### config.mk
export PLATFORM = sky130hd
export DESIGN_NAME = lif_mul
export DESIGN_NICKNAME = d
export VERILOG_FILES = /design/src/rtl/lif_mul.sv
export SDC_FILE = /design/constraint.sdc
export NUM_CORES = 2
export LEC_CHECK = 0
export BUFFER_PORTS_ARGS = -buffer_cell sky130_fd_sc_hd__buf_2
export CORE_UTILIZATION = 29
export CTS_BUF_LIST = sky130_fd_sc_hd__clkbuf_4 sky130_fd_sc_hd__clkbuf_8
export CTS_CLUSTER_SIZE = 28
export DETAILED_ROUTE_END_ITERATION = 6
export SYNTH_ARGS = -nofsm -noshare
export SYNTH_HDL_FRONTEND = slang
export SYNTH_SLANG_ARGS = --single-unit
### constraint.sdc
create_clock -name i_clk -period 7.6 [get_ports i_clk]
set_clock_uncertainty 0.2 [all_clocks]
set_input_delay 0.38 -clock i_clk [delete_from_list [all_inputs] [get_ports i_clk]]
set_output_delay 0.38 -clock i_clk [all_outputs]
set_load 0.01 [all_outputs]
### src/rtl/lif_mul.sv
// Shared 32x25 unsigned multiplier with a registered product.
// No dependencies.
module lif_mul (
    input  logic        i_clk,
    input  logic [31:0] i_a,
    input  logic [24:0] i_b,
    output logic [56:0] o_p
);

    logic [56:0] r_p;

    always_ff @(posedge i_clk) begin
        r_p <= 57'(i_a) * 57'(i_b);
    end

    assign o_p = r_p;

endmodule

==> results.py <==
metrics = {
    "logic_synthesis": {
        "yosys.area_share.xor_xnor_pct": 1.775,
        "synthAdderAreaFrac_pct": 59.51,
        "async_reset_ff_share_pct": 0,
        "netlist_area_um2": 27150,
        "yosysWarnings": 0,
        "synth_compound_area_share_pct": 4.222,
        "yosysSeqAreaShare_pct": 4.204,
        "syn-num-nets": 3957,
        "ys_seq_elements": 57,
        "synth.area.mux_share_pct": 0,
        "yosys.area_share.simple_pct": 17.52,
        "synth_area_per_cell_um2": 8.989,
        "synth_top_family_by_area": "adder cells",
        "ys.flop_type": "dfxtp_1",
        "synth_edf_count": 0,
        "ys_types": 54,
        "synthCells": 3020,
    },
    "cts": {
        "path_clk_slew_ns": 0.08,
        "postCtsHoldBufs": 0,
        "cts_setup_buffers": 0,
        "cts_tree": "yes",
        "cts_sinks": 57,
        "post_cts_resized": 0,
        "cts_root_buffer": "clkbuf_8",
        "cts_max_level": 3,
        "cts_buffer_depth": 2,
        "cts_buffers": 9,
    },
    "global_routing": {
        "grt-ovfl-total": 0,
        "track_usage_pct": 15.33,
        "grt_max_degree": 33,
        "first_global_vias": 20823,
        "grt_pass1_wl_mm": 113.4,
        "antenna_found_initial": 12,
    },
    "run": {
        "drv_cap": 0,
    },
    "drt": {
        "drt-initial-drc-count": 958,
        "vias": 19377,
        "drc": 0,
        "ant_nets": 0,
        "dr.pass1.iters": 5,
        "drt-total-wl_mm": 70.16,
        "via_per_inst": 4.516,
        "wl_per_cell_um": 16.35,
    },
    "timing": {
        "slew_headroom_pct": 55.49,
        "hold_viol": 0,
        "drv_slew": 0,
        "tns_ns": 0,
        "finalSetupViolCount": 0,
        "tightestPinTransition_ns": 0.6676,
        "finalCriticalPeriod_ns": 7.253,
        "setup_slack_ns": 0.3469,
        "rsz0062_at_grt": "false",
        "fmax_mhz": 137.9,
        "fin_crit_sh_pct": 95.44,
    },
    "critical_path": {
        "worst-path-buf-inv": 5,
        "crit_path_end_kind": "register",
        "cp-start-kind": "input pin",
        "cpLargestDelayFamily": "adder cells",
        "cp_slowest_cell": "fa_1",
        "crit_arrival_ns": 7.30,
        "cpPeakStageDelay_ns": 0.58,
        "crit_chain": "buf_2 -> and2_1 -> fa_1 -> fa_1 -> inv_1 -> fa_1 -> inv_1 -> fa_1 -> fa_1 -> fa_1 -> inv_1 -> fa_1 -> inv_1 -> ha_1 -> a21oi_1 -> o21ai_0 -> a31oi_1 -> or3_1 -> o21a_4 -> o31ai_1 -> a21oi_1 -> xnor2_1",
        "crit_fanout": 32,
        "startpoint": "i_b[1]",
        "crit_cells": 22,
        "path_class": "in -> reg",
        "crit_end": "o_p[47]",
        "worstPathRequired_ns": 7.65,
        "cp_common_cell": "fa_1",
    },
    "final_layout": {
        "multi_input_area_um2": 22540,
        "largest_reg_flops": 57,
        "regArea_um2": 1141,
        "drive_gt1_share_pct": 6.831,
        "finalNetCount": 3977,
        "nFillCells": 9832,
        "synthToLayoutAreaGrowth_pct": 8.038,
    },
    "placed_design": {
        "hpwl_mm": 61.39,
        "port_buffers": 114,
        "gp_congestion": 0.8551,
        "place_ws_ns": -0.01848,
    },
    "floorplanning": {
        "dieArea_um2": 94830,
        "core.rowCount": 111,
        "io-pin-count": 115,
        "die_width_um": 308.0,
        "die_h_um": 308.0,
        "core_area_um2": 92220,
        "start_util_pct": 29.44,
    },
    "min_path": {
        "hold_path_class": "in -> reg",
    },
    "run_status": {
        "status": "finished, final reports clean",
    },
}
[layout by cell type, fill, tap and decap left out, types with 6 or more instances in the layout]
master and n:
fa_1 687, a21o_1 27, nand3_1 12, xor2_1 21
inv_1 756, and2_1 433, buf_4 61, nand4_1 19
o21ai_0 25, o21bai_1 7, nor2_1 27, dfxtp_1 57
nor2b_1 6, clkbuf_8 9, xnor2_1 34, a21oi_1 69
buf_2 114, ha_1 192, nand2_1 411
[cells in the mapped netlist, types with 5 or more instances]
| cell | number | area share (%) |
|---|---|---|
| ha_1 | 192 | 8.8 |
| xnor2_1 | 34 | 1.1 |
| nand3_1 | 12 | 0.22 |
| nand2b_1 | 5 | 0.12 |
| nand2_1 | 411 | 5.7 |
| a21oi_1 | 69 | 1.3 |
| xor2_1 | 21 | 0.68 |
| dfxtp_1 | 57 | 4.2 |
| inv_1 | 756 | 10 |
| and2_1 | 433 | 10 |
| a21o_1 | 27 | 0.75 |
| a31oi_1 | 5 | 0.12 |
| nor2_1 | 27 | 0.37 |
| o21bai_1 | 7 | 0.19 |
| nand4_1 | 19 | 0.44 |
| clkbuf_1 | 162 | 2.2 |
| fa_1 | 687 | 51 |
| nor2b_1 | 6 | 0.14 |
| o21ai_0 | 25 | 0.46 |
[logic make-up after synthesis]
kind of cell	Yosys count
compound gates	171
fa+ha+maj	879
flops	57
xor+xnor	55
simple gates	936
buf+inv	922
[worst min path at each step]
stage,endpoint,cells past startpoint,start,slack (ns)
final,o_p[0],2,i_b[0],0.37
after global routing,o_p[0],3,i_a[0],0.37
after CTS,o_p[0],2,i_b[0],0.34
after detailed placement,o_p[1],1,o_p[1],0.57
after global placement,o_p[1],1,o_p[1],0.57
after floorplan,o_p[0],1,i_a[0],0.31
[layout make-up]
cell class / count / area share, %
antenna: 3 / 0.02560
clock buffer: 9 / 0.4224
clock inverter: 7 / 0.3242
inverter: 756 / 9.676
multi-input combinational: 2041 / 76.85
sequential: 57 / 3.891
tap: 1243 / 5.303
timing repair buffer: 175 / 3.507
[routing by layer]
metal / up-vias / global-route usage [%] / part of all wire (%)
li1: 8708 / - / -
met5: - / 0 / 0.076
met3: 110 / 2.288 / 4.6
met1: 10095 / 19.00 / 40
met4: 8 / 3.911 / 2.8
met2: 456 / 27.60 / 52
[metrics by stage]
stage	cells	instance area [µm²]	util, %	hold WS, ns
detailed placement	4272	29100	31.56	0.5719
finish	4291	29330	31.80	0.3708
floorplan	3020	27150	-	0.3073
CTS	4288	29320	31.79	0.3446
global route	4289	29320	31.80	0.3721
global placement	4272	29100	31.56	0.5734
Power is not shown: default switching activity piles up to over one toggle a cycle in this logic, so the estimate is an artifact.
