### src/rtl/lif_ram.sv
// Generic single-write, single-read RAM with registered read data.
// No dependencies.
module lif_ram #(
    parameter int unsigned WIDTH = 8,
    parameter int unsigned DEPTH = 16,
    localparam int unsigned AW = (DEPTH > 1) ? $clog2(DEPTH) : 1
) (
    input  logic             i_clk,
    input  logic             i_we,
    input  logic [AW-1:0]    i_waddr,
    input  logic [WIDTH-1:0] i_wdata,
    input  logic [AW-1:0]    i_raddr,
    output logic [WIDTH-1:0] o_rdata
);

    logic [WIDTH-1:0] mem [DEPTH];
    logic [WIDTH-1:0] r_rdata;

    always_ff @(posedge i_clk) begin
        if (i_we) begin
            mem[i_waddr] <= i_wdata;
        end
        r_rdata <= mem[i_raddr];
    end

    assign o_rdata = r_rdata;

endmodule

### config.mk
export PLATFORM = sky130hd
export DESIGN_NAME = lif_ram
export DESIGN_NICKNAME = d
export VERILOG_FILES = /design/src/rtl/lif_ram.sv
export SDC_FILE = /design/constraint.sdc
export NUM_CORES = 1
export LEC_CHECK = 0
export BUFFER_PORTS_ARGS = -buffer_cell sky130_fd_sc_hd__buf_4
export CELL_PAD_IN_SITES_DETAIL_PLACEMENT = 0
export CELL_PAD_IN_SITES_GLOBAL_PLACEMENT = 2
export CORE_ASPECT_RATIO = 0.5
export CORE_MARGIN = 2
export CORE_UTILIZATION = 48
export DETAILED_ROUTE_END_ITERATION = 12
export PLACE_DENSITY = 0.8
export REMOVE_ABC_BUFFERS = 1
export SYNTH_ARGS = -nofsm -noshare
export SYNTH_HDL_FRONTEND = slang
export SYNTH_SLANG_ARGS = --single-unit
### constraint.sdc
create_clock -name i_clk -period 2.2 [get_ports i_clk]
set_input_delay 0.33 -clock i_clk [delete_from_list [all_inputs] [get_ports i_clk]]
set_output_delay 0.33 -clock i_clk [all_outputs]
set_load 0.005 [all_outputs]
==> results of run 1 <==
-- power by group through the flow --
stage / clock (mW) / combinational [mW] / sequential, mW
floorplan: 0 / 0.116 / 2.96
global route: 3.17 / 0.309 / 2.92
detailed placement: 0 / 0.288 / 2.97
global placement: 0 / 0.282 / 2.97
finish: 3.02 / 0.287 / 2.91
CTS: 3.06 / 0.291 / 2.92
-- layout by cell type, fill, tap and decap left out, drive strengths merged --
cell type  count
a22oi         16
and2           1
and2b          1
buf           46
bufinv         5
clkbuf        17
clkinv        10
dfxtp          8
edfxtp       128
mux4          32
nand2          9
nand2b         2
nand3          1
nand3b         2
nor2          13
nor2b          1
nor3           4
or3b           1
-- cells in the mapped netlist (2+ instances only) --
cell type	n
a22oi_1	16
mux4_2	18
nand3b_1	2
clkdlybuf4s25_2	3
buf_2	3
dfxtp_1	8
buf_6	3
nor3_1	4
edfxtp_1	128
nor2_1	13
nand2_1	9
nand2b_1	2
mux4_1	14
-- sequential cells by signal, summed over array words and instances, names as in the netlist --
register,count
mem,128
o_rdata,8
-- cells by family after synthesis --
| kind of cell | after synthesis | synth area share (%) |
|---|---|---|
| mux | 32 | 15.0 |
| flops | 136 | 77.8 |
| simple gates | 35 | 3.18 |
| buf+inv | 10 | 1.68 |
| compound gates | 16 | 2.33 |
-- layer usage --
metal / track usage [%] / routed length, um / vias up
met5: 0 / 0 / -
met4: 5.94 / 104 / 0
met3: 6.01 / 812 / 10
met2: 27.0 / 4590 / 80
met1: 29.0 / 4600 / 1337
li1: - / - / 1080
-- final cells by class --
type / instances / area [um2] / area share [%]
clock buffers: 17 / 425 / 6.83
repair buffers: 46 / 358 / 5.75
well taps: 140 / 175 / 2.81
clock inverters: 15 / 208 / 3.34
flip-flops and latches: 136 / 4000 / 64.3
multi-input cells: 83 / 1060 / 17.0
-- worst paths after layout --
path / from / cells after the start / to / slack (ps)
max: mem[1][2] / 3 / o_rdata[2] / 760
min: i_wdata[0] / 1 / mem[7][0] / 230
max reg2reg: mem[1][2] / 3 / o_rdata[2] / 760
min reg2reg: mem[14][0] / 3 / o_rdata[0] / 670
-- worst max-delay path, cell delays in order, from the launching register on --
cell and delay, ps:
edfxtp_1 360, mux4_1 550, a22oi_1 310, nand2_1 90
-- per-stage QoR --
| step | instances | util, % | hold WS, ps | worst slack (ps) | area, um2 |
|---|---|---|---|---|---|
| after global placement | 405 | 54.2 | 632 | 398 | 5590 |
| after global routing | 437 | 60.4 | 240 | 737 | 6230 |
| final | 437 | 60.4 | 233 | 764 | 6230 |
| after floorplan | 219 | - | 429 | 377 | 5060 |
| after CTS | 437 | 60.4 | 223 | 755 | 6230 |
| after detailed placement | 405 | 54.2 | 653 | 384 | 5590 |
==> results.md, run 1 <==
* Setup tns final at 0 ps
* GPL Wtd Cong at 0.728
* Flops & latches, synth at 136
* Worst setup EP type: register
* Mapped Area at 0.00515 mm2
* Final Hold Fails at 0
* Initial Util at 49.9%
* CP Data Required Time at 2490 ps
* Largest net degree at the start of global routing at 29
* Worst Setup Path Type: reg2reg
* Routed wire length at 10.1 mm
* Syn Area/Cell at 22.5 um2
* Pwr Density at 1000 mW/mm2
* Initial DRC count at 310
* Final setup fails at 0
* Post-CTS sizing at 0
* Post-synth EDFFs at 128
* Int Power at 5.02 mW
* DR vias/cell at 5.74
* Fraction of layout cells with a size suffix above 1 at 31.6%
* Synth unique cells at 19
* Num CTS Buffers at 17
* Die height at 77.2 um
* Skew final at 6.65 ps
* Post-synth top area share at 74.7%
* Remaining antenna violation count at 0
* Sequential share of the synthesized area at 77.8%
* Clock share of power at 48.6%
* Pins Over Slew Limit at 0
* Fillers at 699
* Full die area at 0.0116 mm2
* Synth top area cells: edfxtp_1, mux4_2, mux4_1
* First-pass GRT wire length at 15.4 mm
* Worst Hold Class: in2reg
* Drt first pass iters at 4
* Final Critical Period at 1440 ps
* Input/output buffers at 25
* VDD IR-drop max at 0.573 mV
* Crit path DAT at 1730 ps
* DR DRC count at 0
* Initial antenna violation count at 0
* Max cap viols at 0
* Rel. slew slack at 72.2%
* Reg clk slew, reported paths at 60 ps
* Leak at 2.14 nW
* WL/cell at 23.1 um
* DP HPWL at 6.18 mm
* Total number of vias at 2507
* Tightest Pin Transition at 416 ps
* CTS H-tree lvls at 4
* Clock sink count at 136
* Mapped Cells at 229
* Sequential share of power at 46.8%
* Grt total ovfl at 0
* Combinational power share at 4.6%
* Total core area at 0.0103 mm2
* Syn. warnings at 0
* Top Ports at 26
* Area growth syn-to-layout at 21.0%
* Final period utilization at 65.3%
* Vias in the first global route at 2588
* Sw frac at 19.3%
* Synth area leader: edfxtp_1
* Post-synth top flop: edfxtp_1
* Nets at 302
* Fmax at 696 MHz
* Net switching power figure at 1.20 mW
* RSZ-0062 raised after global routing: false
* Hold buffers post-CTS at 0
* Post-CTS Repair Setup Buffers at 0
* Status: finished clean
* CTS Buffer Depth at 2
* Diodes inserted at 0
* Worst setup SP type: register
* CP max FO at 1
* Die X at 150 um
* Tot Pwr at 6.23 mW
* Clk root buf: clkbuf_16
* Clock latency on the worst-skew pair at 410 ps
* FP Rows at 26
* GRT Overall Usage at 19.2%
* CTS tree: done
* FFs w/ async S/R, synth at 0%
Note: power is estimated with default switching activity, not from simulation.
==> run 2, diff against run 1 <==
- ABC_AREA: default -> 1
- CORE_UTILIZATION: 48 -> 40
- clock period: 2.2 -> 1.4 ns (I/O delays scaled with it)
==> results.md, run 2 <==
* Status: finished clean (unchanged)
* Input/output buffers at 25 (unchanged)
* Synth top area cells: edfxtp_1, nand2_1, nand3_1 (was edfxtp_1, mux4_2, mux4_1)
* FFs w/ async S/R, synth at 0% (unchanged)
* Syn Area/Cell at 10.5 um2 (was 22.5 um2)
* Grt total ovfl at 0 (unchanged)
* VDD IR-drop max at 0.647 mV (was 0.573 mV)
* Largest net degree at the start of global routing at 48 (was 29)
* Die X at 174 um (was 150 um)
* Reg-to-reg slack, setup at 410 ps (was 760 ps)
* Critical path buffers and inverters at 1 (was 0)
* Worst r2r src: mem[1][7] (was mem[1][2])
* Total core area at 0.0138 mm2 (was 0.0103 mm2)
* Worst setup SP type: register (unchanged)
* Remaining antenna violation count at 0 (unchanged)
* Leak at 2.99 nW (was 2.14 nW)
* Synth unique cells at 12 (was 19)
* Final setup fails at 0 (unchanged)
* Die height at 88.9 um (was 77.2 um)
* GPL Wtd Cong at 0.747 (was 0.728)
* Final Critical Period at 1060 ps
* Initial antenna violation count at 0 (unchanged)
* Full die area at 0.0155 mm2 (was 0.0116 mm2)
* WL/cell at 16.8 um (was 23.1 um)
* Mapped Area at 0.00577 mm2 (was 0.00515 mm2)
* Reg clk slew, reported paths at 60 ps (about the same)
* Fillers at 1271 (was 699)
* CTS tree: done (unchanged)
* Setup tns final at 0 ps (unchanged)
* Startpoint of the worst hold path: i_wdata[2] (was i_wdata[0])
* Drt first pass iters at 4 (unchanged)
* Commonest non-fill, non-tap cell in the layout: nand2_1 (was edfxtp_1)
* Post-CTS Repair Setup Buffers at 0 (unchanged)
* Endpoint, Worst Hold: mem[15][2] (was mem[7][0])
* Final Hold Fails at 0 (unchanged)
* CTS H-tree lvls at 4 (unchanged)
* CP max FO at 1 (unchanged)
* CTS Buffer Depth at 2 (unchanged)
* Fraction of layout cells with a size suffix above 1 at 13.3% (was 31.6%)
* Most common cell in the synthesized netlist: nand2_1 (was edfxtp_1)
* Crit path DAT at 850 ps (was 1730 ps)
* DR vias/cell at 4.74 (was 5.74)
* RSZ-0062 raised after global routing: false (unchanged)
* Placed Instances at 770 (was 405)
* Clock sink count at 136 (unchanged)
* FP Rows at 30 (was 26)
* Skew final at 6.28 ps (was 6.65 ps)
* CP peak stage delay at 310 ps (was 550 ps)
* Top Ports at 26 (unchanged)
* GRT Overall Usage at 18.8% (was 19.2%)
* FF+latch area at 0.00400 mm2 (unchanged)
* Total number of vias at 3800 (was 2507)
* Mapped Cells at 551 (was 229)
* Synth top cells by count: nand2_1, edfxtp_1, inv_1 (was edfxtp_1, mux4_2, a22oi_1)
* Pwr Density at 1440 mW/mm2 (was 1000 mW/mm2)
* Post-synth top area share at 66.7% (was 74.7%)
* Placed inst area at 0.00629 mm2 (was 0.00559 mm2)
* Slowest cell on crit path: dfxtp_1 (was mux4_1)
* Register with the most flip-flops: mem (unchanged)
* Fmax at 946 MHz
* Area growth syn-to-layout at 20.0% (was 21.0%)
* Worst Hold Class: in2reg (unchanged)
* CP Data Required Time at 1190 ps (was 2490 ps)
* CP cell instances: buf_4 (was mux4_1 > a22oi_1 > nand2_1)
* Hold buffers post-CTS at 0 (unchanged)
* Initial Util at 41.7% (was 49.9%)
* Post-synth top flop: edfxtp_1 (unchanged)
* Post-synth EDFFs at 128 (unchanged)
* Tot Pwr at 9.97 mW (was 6.23 mW)
* DR DRC count at 0 (unchanged)
* Max cap viols at 0 (unchanged)
* Clock latency on the worst-skew pair at 410 ps (about the same)
* Pins Over Slew Limit at 0 (unchanged)
* Routed wire length at 13.4 mm (was 10.1 mm)
* Area of the multi-input gates at 0.00121 mm2 (was 0.00106 mm2)
* Diodes inserted at 0 (unchanged)
* Synth area leader: edfxtp_1 (unchanged)
* Initial DRC count at 283 (was 310)
* Tightest Pin Transition at 315 ps (was 416 ps)
* Clk root buf: clkbuf_16 (unchanged)
* Stages on the worst setup path at 1 (was 3)
* Nets at 615 (was 302)
* DP HPWL at 8.13 mm (was 6.18 mm)
* Rel. slew slack at 79.0% (was 72.2%)
* CP top delay family: flip-flops (was multiplexers)
* Flops & latches, synth at 136 (unchanged)
* Fin Hold WS at 140 ps (was 233 ps)
* Max FFs per register at 128 (unchanged)
* Syn. warnings at 0 (unchanged)
* Worst Setup Path Type: reg2out (was reg2reg)
* Filler-free cell count of the finished design at 802 (was 437)
* Post-CTS sizing at 0 (unchanged)
* Sequential share of the synthesized area at 69.4% (was 77.8%)
* Final period utilization at 75.5%
* First-pass GRT wire length at 20.8 mm (was 15.4 mm)
* RR Endpoint: o_rdata[7] (was o_rdata[2])
* Hold depth at 1 (unchanged)
* Vias in the first global route at 3782 (was 2588)
* Worst setup EP type: primary output (was register)
* Finished Cell Area at 0.00692 mm2 (was 0.00623 mm2)
* Num CTS Buffers at 17 (unchanged)
* Commonest cells after routing, fill and taps aside: nand2_1, edfxtp_1, inv_1 (was edfxtp_1, buf_4, mux4_2)
* Path depth of the worst reg2reg path at 6 (was 3)
==> run 2: cell count changes after synthesis, moves of 4 or more <==
cell,before,now
nand2_1,9,173
inv_1,0,100
nand3_1,1,97
mux4_2,18,0
a22oi_1,16,0
mux4_1,14,0
buf_2,3,13
nor2_1,13,17
nor3_1,4,0
==> run 2: metal layers <==
layer  global-route usage (%)  part of all wire [%]
met1                     26.6                    50
met3                     3.44                   3.9
met5                        0                     0
met2                     29.0                    44
met4                     7.72                   2.1
==> run 2: how the worst max path moves through the flow <==
stage	start	end	slack, ps
6_report	o_rdata[0]	o_rdata[0]	340
5_1_grt	o_rdata[0]	o_rdata[0]	310
4_1_cts	o_rdata[0]	o_rdata[0]	320
3_5_place_dp	i_raddr[0]	o_rdata[0]	110
3_3_place_gp	i_raddr[0]	o_rdata[0]	120
2_1_floorplan	i_raddr[0]	o_rdata[2]	210
==> run 2: power by group <==
group | leakage, nW | switching [mW] | internal [mW]
Sequential | 1.22 | 0.0245 | 4.55
Clock | 0.298 | 1.63 | 3.15
Combinational | 1.47 | 0.394 | 0.215
==> run 2: kinds of logic (layout without fill, tap and decap cells) <==
kind of cell | count (synthesis) | after routing | share of synthesized area [%]
buffers and inverters | 126 | 185 | 9.52
DFF | 136 | 136 | 69.4
and+or+nand+nor | 289 | 289 | 21.0
==> run 2: metrics by stage <==
step	util (%)	setup slack, ps
finish	50.1	343
detailed placement	45.5	110
floorplan	-	210
global route	50.1	311
CTS	50.1	322
global placement	45.5	124
==> run 2: cell type report <==
cell class                      instances  share of cell area (%)
Tap cell                              192                    3.47
Clock inverter                         13                    2.93
Multi-Input combinational cell        289                    17.5
Sequential cell                       136                    57.8
Inverter                              102                    5.53
Clock buffer                           19                    6.25
Timing Repair Buffer                   51                    6.44
