### src/rtl/lif_pkg.sv
// Shared types and constants for the LIF neuron table.
// Holds the channel payload structs, config struct, table entry layout and
// the exp(-w) table. No dependencies.
package lif_pkg;

    localparam int unsigned DATA_W = 32;
    localparam int unsigned PADDR_W = 5;

    // register indexes (paddr[4:2])
    localparam logic [2:0] REG_INV_CAP    = 3'd0;
    localparam logic [2:0] REG_INV_TAU    = 3'd1;
    localparam logic [2:0] REG_V_REST     = 3'd2;
    localparam logic [2:0] REG_V_RESET    = 3'd3;
    localparam logic [2:0] REG_FIRE_LEVEL = 3'd4;
    localparam logic [2:0] REG_REFRACT    = 3'd5;

    localparam logic CMD_CHARGE = 1'b0;
    localparam logic CMD_DECAY  = 1'b1;

    localparam logic [24:0] ONE_Q24 = 25'h100_0000;

    // exp(-w) in Q0.24 for w = 16, 8, 4, 2, 1, 1/2 .. 1/256
    localparam logic [23:0] EXP_TAB [13] = '{
        24'd2, 24'd5628, 24'd307285, 24'd2270549, 24'd6171993,
        24'd10175896, 24'd13066109, 24'd14805841, 24'd15760736,
        24'd16261035, 24'd16517109, 24'd16646655, 24'd16711808
    };
    localparam logic [3:0] EXP_LAST = 4'd12;

    typedef struct packed {
        logic               cmd;
        logic [9:0]         neuron;
        logic [10:0]        count;
        logic [31:0]        time_now;
        logic signed [23:0] charge;
    } t_in;

    typedef struct packed {
        logic       spiked;
        logic [9:0] neuron_out;
    } t_out;

    typedef struct packed {
        logic [23:0] inv_capacitance;
        logic [23:0] inv_tau;
        logic [23:0] v_rest;
        logic [23:0] v_reset;
        logic [23:0] fire_level;
        logic [15:0] refractory_ticks;
    } t_cfg;

    typedef struct packed {
        logic [23:0] v;
        logic [31:0] ls;
        logic [31:0] lu;
        logic        hf;
    } t_entry;

    typedef enum logic [3:0] {
        ST_CLEAR,
        ST_IDLE,
        ST_READ,
        ST_CHECK,
        ST_CHARGE,
        ST_XPROD,
        ST_EXP,
        ST_EXPW,
        ST_FRAC,
        ST_FRACW,
        ST_VOLT,
        ST_VOLTW,
        ST_ADV,
        ST_DONE
    } t_state;

endpackage

### src/rtl/lif_cfg.sv
// APB-style configuration registers for the LIF neuron table.
// Depends on lif_pkg.
module lif_cfg
    import lif_pkg::*;
(
    input  logic               i_clk,
    input  logic               i_rst_n,
    input  logic               psel,
    input  logic               penable,
    input  logic               pwrite,
    input  logic [PADDR_W-1:0] paddr,
    input  logic [DATA_W-1:0]  pwdata,
    output logic [DATA_W-1:0]  prdata,
    output logic               pready,
    output t_cfg               o_cfg
);

    t_cfg r_cfg;
    logic [2:0] idx;

    assign idx = paddr[4:2];
    assign pready = 1'b1;

    always_ff @(posedge i_clk) begin
        if (!i_rst_n) begin
            r_cfg.inv_capacitance  <= 24'd65536;
            r_cfg.inv_tau          <= 24'd1048576;
            r_cfg.v_rest           <= 24'd0;
            r_cfg.v_reset          <= 24'd0;
            r_cfg.fire_level       <= 24'd65536;
            r_cfg.refractory_ticks <= 16'd2;
        end else if (psel && penable && pwrite) begin
            unique case (idx)
                REG_INV_CAP:    r_cfg.inv_capacitance  <= pwdata[23:0];
                REG_INV_TAU:    r_cfg.inv_tau          <= pwdata[23:0];
                REG_V_REST:     r_cfg.v_rest           <= pwdata[23:0];
                REG_V_RESET:    r_cfg.v_reset          <= pwdata[23:0];
                REG_FIRE_LEVEL: r_cfg.fire_level       <= pwdata[23:0];
                REG_REFRACT:    r_cfg.refractory_ticks <= pwdata[15:0];
                default: ;
            endcase
        end
    end

    always_comb begin
        unique case (idx)
            REG_INV_CAP:    prdata = {8'd0, r_cfg.inv_capacitance};
            REG_INV_TAU:    prdata = {8'd0, r_cfg.inv_tau};
            REG_V_REST:     prdata = {8'd0, r_cfg.v_rest};
            REG_V_RESET:    prdata = {8'd0, r_cfg.v_reset};
            REG_FIRE_LEVEL: prdata = {8'd0, r_cfg.fire_level};
            REG_REFRACT:    prdata = {16'd0, r_cfg.refractory_ticks};
            default:        prdata = '0;
        endcase
    end

    assign o_cfg = r_cfg;

endmodule

### config.mk
export PLATFORM = sky130hd
export DESIGN_NAME = lif_cfg
export DESIGN_NICKNAME = d
export VERILOG_FILES = /design/src/rtl/lif_pkg.sv /design/src/rtl/lif_cfg.sv
export SDC_FILE = /design/constraint.sdc
export NUM_CORES = 1
export LEC_CHECK = 0
export ABC_AREA = 1
export BUFFER_PORTS_ARGS = -buffer_cell sky130_fd_sc_hd__buf_2
export CORE_ASPECT_RATIO = 1.4
export CORE_MARGIN = 2
export CORE_UTILIZATION = 30
export DETAILED_ROUTE_END_ITERATION = 10
export GPL_ROUTABILITY_DRIVEN = 0
export GPL_TIMING_DRIVEN = 0
export PLACE_DENSITY = 0.54
export RECOVER_POWER = 25
export SLEW_MARGIN = 5
export SYNTH_ARGS = -nofsm -noshare
export SYNTH_HDL_FRONTEND = slang
export SYNTH_SLANG_ARGS = --single-unit
### constraint.sdc
create_clock -name i_clk -period 0.95 [get_ports i_clk]
set_input_delay 0.0475 -clock i_clk [delete_from_list [all_inputs] [get_ports i_clk]]
set_output_delay 0.0475 -clock i_clk [all_outputs]
set_load 0.01 [all_outputs]
==> impl_metrics.toml, run 1 <==
[status]
status = "complete, but fails checks"
violations = "negative setup slack"

[critical_path]
ff2ff_setup_slack_ns = -0.03
critPathTopFamily = "simple AND/OR/NAND/NOR gates"
crit_start = "o_cfg[13]"
crit_required_ns = 0.90
reg2reg_depth = 5
r2r-start = "o_cfg[130]"
critPathLaunchType = "register"
cpPeakStageDelay_ns = 0.35
path_cells = "nand4_1 -> nand2_2 -> nor2_1 -> nand2_1 -> buf_6"
critical_path.max_fanout = 3
cp.arrival_ns = 1.35
critPathSlowestCell = "dfxtp_2"
critical_path_class = "register to output port"
crit_buf_inv = 1
cp-end-kind = "output port"
rr_endpoint = "o_cfg[130]"

[die]
row_count = 66
ioPinCount = 211
die_h_um = 185
die_w_um = 133
dieArea_sq_um = 24700
core_sq_um = 23100
initial_utilization_pct = 30.4

[logic_synthesis]
synth_xor_area_share_pct = 0
yosys.area.top_type = "dfxtp_1"
syn_area_sq_um = 7020
yosys.area_share.simple_pct = 49.0
synthAdderAreaFrac_pct = 0
yosys_warnings = 0
synthTopCellsByCount = "343 x nor2_1, 261 x nand2_1, 136 x dfxtp_1"
synth_compound_area_share_pct = 0.428
synth_flop_cell = "dfxtp_1"
yosysSeqAreaShare_pct = 38.8
ys_seq_elements = 136
synth_top_cell_area_share_pct = 38.8
synth_area_leaders = "dfxtp_1 39%, nor2_1 18%, nand2_1 14%"
synth_cell_types = 23
synth_edf_count = 0
synth_top_family_by_area = "simple AND/OR/NAND/NOR gates"
syn_inst = 1105
synth_mux_area_share_pct = 0
syn_avg_cell_area_sq_um = 6.35
async_flop_share_pct = 0
synth.most_common_cell = "nor2_1"

[detailed_routing]
vias = 8416
routedWlPerCell_um = 18.7
viasPerCell = 4.86
drt-initial-drc-count = 661
ant_nets = 0
dr.pass1.iters = 6
drcViolationCount = 0
routed_wl_um = 32500

[finish]
fin_cells = 1733
drive_above_1_share_pct = 43.2
largest_reg_flops = 136
final_nets = 1456
n_antenna_cell = 0
area_delta_synth_final_pct = 65.4
design_area_sq_um = 11600

[clock_network]
clock-root-buffer = "clkbuf_16"
cts.reportedPaths.clkPinSlew_ns = 0.06
cts_inserted_buffers = 17
htree_levels = 4
clkSinkCount = 136
cts_tree = "done"
clock_latency_ns = 0.43
cts_max_path_buffers = 2

[timing]
layout_min_cycle_time_ns = 1.40
hold_viol = 0
setup_slack_ns = -0.446
rsz0062_at_grt = "yes"
drv_slew = 0
setup_viol = 172
min_period_over_period_pct = 147
max_slew_margin_pct = 53.2
fin_skew_ns = 0
tightestPinTransition_ns = 0.702
fmax_mhz = 716

[global_route]
grt_pass1_wl_um = 46100
grt-ovfl-total = 0
antenna_found_initial = 0
grt_pass1_vias = 7831
grt_max_degree = 17
grtUsageTotal_pct = 25.1

[hold_path]
hp-class = "primary input to register"
min_from = "paddr[4]"
whs_path_depth = 4
hold_end = "o_cfg[32]"

[place]
hpwl_um = 22800
portBuffers = 189
dp.cells = 1607
placed_area_sq_um = 8400

[power_and_ir_drop]
p_leak_uw = 0.00529
powerDensity_nw_per_um2 = 1260
vdd_ir_drop_max_mv = 1.18
total_power_uw = 14600

[run]
cap_violations = 0
-- worst max path at each step --
stage                       endpoint  slack, ns  cells past startpoint
after floorplan           prdata[11]     -0.003                      8
after global routing      prdata[13]      -0.47                      5
after global placement     prdata[1]      -0.65                      9
after CTS                 prdata[14]      -0.42                      5
after detailed placement   prdata[1]      -0.66                      9
final                     prdata[13]      -0.45                      5
-- logic make-up (layout without fill, tap and decap cells) --
| logic type | count (synthesis) | count (layout) |
|---|---|---|
| DFF | 136 | 136 |
| other | 2 | 9 |
| AOI/OAI and AO/OA | 6 | 6 |
| buffers and inverters | 160 | 475 |
| and+or+nand+nor | 801 | 801 |
-- timing repair --
item	CTS	global route
gates cloned	2	6
setup buffers	55	40
pin swaps	53	64
hold endpoints to repair	4	0
resized for setup	375	170
setup endpoints to repair	200	234
hold buffers	3	0
-- power breakdown --
part	internal (uW)	switching (uW)	leakage, uW
Clock	4130	2850	0.000285
Sequential	5720	77.2	0.00117
Combinational	709	1110	0.00384
Total	10600	4040	0.00529
-- metrics by stage --
step           hold slack [ns]  util (%)  worst slack, ns  TNS [ns]
6_report                0.0276      50.2           -0.446    -14.86
3_3_place_gp             0.297      36.3           -0.652    -61.35
3_5_place_dp             0.301      36.3           -0.662    -62.18
4_1_cts                0.00377      46.2           -0.418    -12.78
2_1_floorplan            0.174         -         -0.00258   -0.0234
5_1_grt                 0.0381      50.2           -0.469    -22.51
-- layer usage --
metal / GRT usage, % / share of wire [%]
met1: 29.2 / 40
met2: 43.8 / 50
met3: 3.72 / 5.5
met5: 0 / 0
met4: 14.8 / 4.8
-- worst register-to-register path, delay by kind of cell (launching register included) --
kind                   cells  cell delay [ns]
buffers and inverters      3             0.36
and+or+nand+nor            2             0.15
DFF                        1             0.36
-- cell type report --
class / instances / area, sq um
well taps: 306 / 383
inverters: 75 / 302
clock buffers: 17 / 425
flip-flops and latches: 136 / 2960
plain buffers: 85 / 682
fillers: 2340 / 11500
clock inverters: 15 / 179
multi-input cells: 816 / 3770
repair buffers: 283 / 2900
-- cells in the final DEF (no fill, tap or decap), types with 17 or more instances in the layout --
cell / netlist / final
nor2_1: 343 / 315
nand2_1: 261 / 231
buf_6: 15 / 207
nand3_1: 120 / 107
dfxtp_2: 0 / 107
inv_1: 71 / 69
buf_2: 29 / 58
nand4_1: 57 / 57
buf_4: 17 / 53
nand2_2: 2 / 31
dfxtp_4: 0 / 28
nor2_2: 2 / 22
clkbuf_16: 0 / 22
nor2_4: 9 / 17
No activity file was read; power rests on OpenSTA's default activity.
==> run 2: changes to the inputs <==
--- a/config.mk
+++ b/config.mk
@@ -5,15 +5,14 @@
 export SDC_FILE = /design/constraint.sdc
 export NUM_CORES = 1
 export LEC_CHECK = 0
-export ABC_AREA = 1
 export BUFFER_PORTS_ARGS = -buffer_cell sky130_fd_sc_hd__buf_2
 export CORE_ASPECT_RATIO = 1.4
 export CORE_MARGIN = 2
-export CORE_UTILIZATION = 30
+export CORE_UTILIZATION = 28
 export DETAILED_ROUTE_END_ITERATION = 10
 export GPL_ROUTABILITY_DRIVEN = 0
 export GPL_TIMING_DRIVEN = 0
-export PLACE_DENSITY = 0.54
+export PLACE_DENSITY = 0.52
 export RECOVER_POWER = 25
 export SLEW_MARGIN = 5
 export SYNTH_ARGS = -nofsm -noshare
==> run 2 against run 1 <==
  * The run still ends with negative setup slack left
  * Clock power fell by 13%
  * Flip-flop and latch count did not move
  * Setup slack got worse by 0.16 ns
  * Core utilization fell by 1.6 points
  * Combinational power fell by 30%
  * Global-route usage fell by 2.9 points
  * Critical endpoint is now prdata[11]
  * Largest power group unchanged
  * Highest routed layer unchanged
==> impl_metrics.toml, run 2 <==
[critical_path]
reg2reg_depth = 5
crit_start = "o_cfg[99]"
critical_path_class = "register to output port"
rr_endpoint = "o_cfg[77]"
cp.arrival_ns = 1.51
ff2ff_setup_slack_ns = 0.04
cp-end-kind = "output port"
r2r-start = "o_cfg[77]"
critPathLaunchType = "register"
crit_required_ns = 0.90
cp-endpoint = "prdata[11]"
critical_path.max_fanout = 2

[clock_network]
clock-root-buffer = "clkbuf_16"
cts_tree = "done"
clock_latency_ns = 0.42
cts_max_path_buffers = 2
clkSinkCount = 136
cts_inserted_buffers = 17
cts.reportedPaths.clkPinSlew_ns = 0.06
htree_levels = 4

[finish]
layout_common_cells = "206 x buf_6, 171 x mux2i_1, 155 x nand2_1, 117 x dfxtp_2, 56 x buf_2"
largest_reg_flops = 136
area_delta_synth_final_pct = 70.9
layout_commonest_cell = "buf_6"
n_antenna_cell = 0
utilization_pct = 48.6
final_nets = 1001
drive_above_1_share_pct = 57.0

[die]
dieArea_sq_um = 23300
die_h_um = 180
die_w_um = 130
row_count = 64
initial_utilization_pct = 28.4
core_sq_um = 21800
ioPinCount = 211

[power_and_ir_drop]
powerDensity_nw_per_um2 = 1240
vdd_ir_drop_max_mv = 1.25
clkPwrFrac_pct = 46.3
p_seq_share_pct = 43.9
p_sw_uw = 3230
p_sw_share_pct = 24.6
comb_power_share_pct = 9.8
p_leak_uw = 0.00449
p_int_uw = 9880

[global_route]
grt_pass1_wl_um = 37600
grtUsageTotal_pct = 22.2
grt_max_degree = 17
grt_pass1_vias = 5896
grt-ovfl-total = 0
antenna_found_initial = 0

[timing]
layout_min_cycle_time_ns = 1.56
setup_viol = 125
fmax_mhz = 641
fin_skew_ns = 0
drv_slew = 0
max_slew_margin_pct = 46.9
hold_viol = 0
tightestPinTransition_ns = 0.796
min_period_over_period_pct = 164
setup_slack_ns = -0.610
rsz0062_at_grt = "yes"

[detailed_routing]
routed_wl_um = 26600
drcViolationCount = 0
viasPerCell = 4.72
dr.pass1.iters = 5
drt-initial-drc-count = 301
routedWlPerCell_um = 21.0
ant_nets = 0
vias = 5972

[hold_path]
whs_path_depth = 3
hp-class = "primary input to register"

[logic_synthesis]
synth_area_leaders = "dfxtp_1 44%, mux2i_1 28%, nand2_1 9.6%"
ys_seq_elements = 136
synthTopCellsByCount = "173 x mux2i_1, 158 x nand2_1, 136 x dfxtp_1"
yosys.area.top_type = "dfxtp_1"
syn_avg_cell_area_sq_um = 9.80
yosysSeqAreaShare_pct = 44.0
yosys_warnings = 0
synth_flop_cell = "dfxtp_1"
syn_area_sq_um = 6190
syn_inst = 632
synth_cell_types = 33
synth.most_common_cell = "mux2i_1"
synth_edf_count = 0
async_flop_share_pct = 0
synth_top_cell_area_share_pct = 44.0

[status]
status = "complete, but fails checks"
violations = "negative setup slack"

[place]
dp_slack_ns = -0.876
portBuffers = 188
hpwl_um = 17600

[run]
cap_violations = 0
-- run 2: cell type report --
cell class	instances	area, sq um
plain buffers	57	449
clock buffers	24	472
clock inverters	4	47.5
fillers	2077	11200
inverters	10	37.5
multi-input cells	436	3310
flip-flops and latches	136	2940
well taps	297	372
repair buffers	301	2960
-- run 2: worst max-delay path, cell delays in order (launching register included) --
cell	delay [ns]
dfxtp_4	0.35
mux2i_4	0.16
o32ai_2	0.10
a221o_1	0.32
buf_2	0.16
-- run 2: worst min-delay path by stage --
stage / from / endpoint / slack (ns)
after detailed placement: pwdata[16] / o_cfg[128] / 0.38
after global routing: pwdata[21] / o_cfg[133] / 0.02
final: pwdata[21] / o_cfg[85] / 0.01
after floorplan: pwdata[16] / o_cfg[128] / 0.23
after global placement: pwdata[16] / o_cfg[128] / 0.38
after CTS: pwdata[21] / o_cfg[133] / 0.0005
-- run 2: logic make-up after synthesis --
logic type | count (synthesis) | synth area share, %
AOI/OAI and AO/OA | 64 | 7.78
buffers and inverters | 67 | 5.86
DFF | 136 | 44.0
muxes | 186 | 30.3
other | 2 | 0.121
and+or+nand+nor | 177 | 11.9
-- run 2: repair_timing --
item,in CTS,in global routing
resized for setup,362,90
pin swaps,27,19
setup buffers,55,64
setup endpoints to repair,292,218
hold endpoints to repair,35,0
hold buffers,8,0
cloned,0,2
-- run 2: stage by stage --
| step | power, uW | hold WS, ns | TNS (ns) | cells | area (sq um) |
|---|---|---|---|---|---|
| floorplan | 6480 | 0.231 | -23.95 | 639 | 6290 |
| global placement | 6950 | 0.381 | -100.10 | 1124 | 7610 |
| detailed placement | 6950 | 0.381 | -100.14 | 1124 | 7610 |
| CTS | 13100 | 0.000489 | -15.62 | 1215 | 9880 |
| global route | 13500 | 0.0207 | -24.05 | 1265 | 10600 |
| finish | 13100 | 0.0145 | -18.29 | 1265 | 10600 |
-- run 2: power groups by stage --
stage / clock, uW / sequential (uW) / combinational [uW]
after CTS: 6160 / 5780 / 1210
after global placement: 0 / 5910 / 1040
final: 6070 / 5750 / 1280
after global routing: 6410 / 5750 / 1350
after detailed placement: 0 / 5910 / 1040
after floorplan: 0 / 5920 / 561
-- run 2: metal layers --
metal / vias to the layer above / part of all wire [%] / global-route usage, %
met4: 0 / 2.4 / 7.27
met1: 2879 / 40 / 26.3
met3: 41 / 5.4 / 5.03
li1: 2836 / - / -
met2: 216 / 52 / 39.0
met5: - / 0 / 0
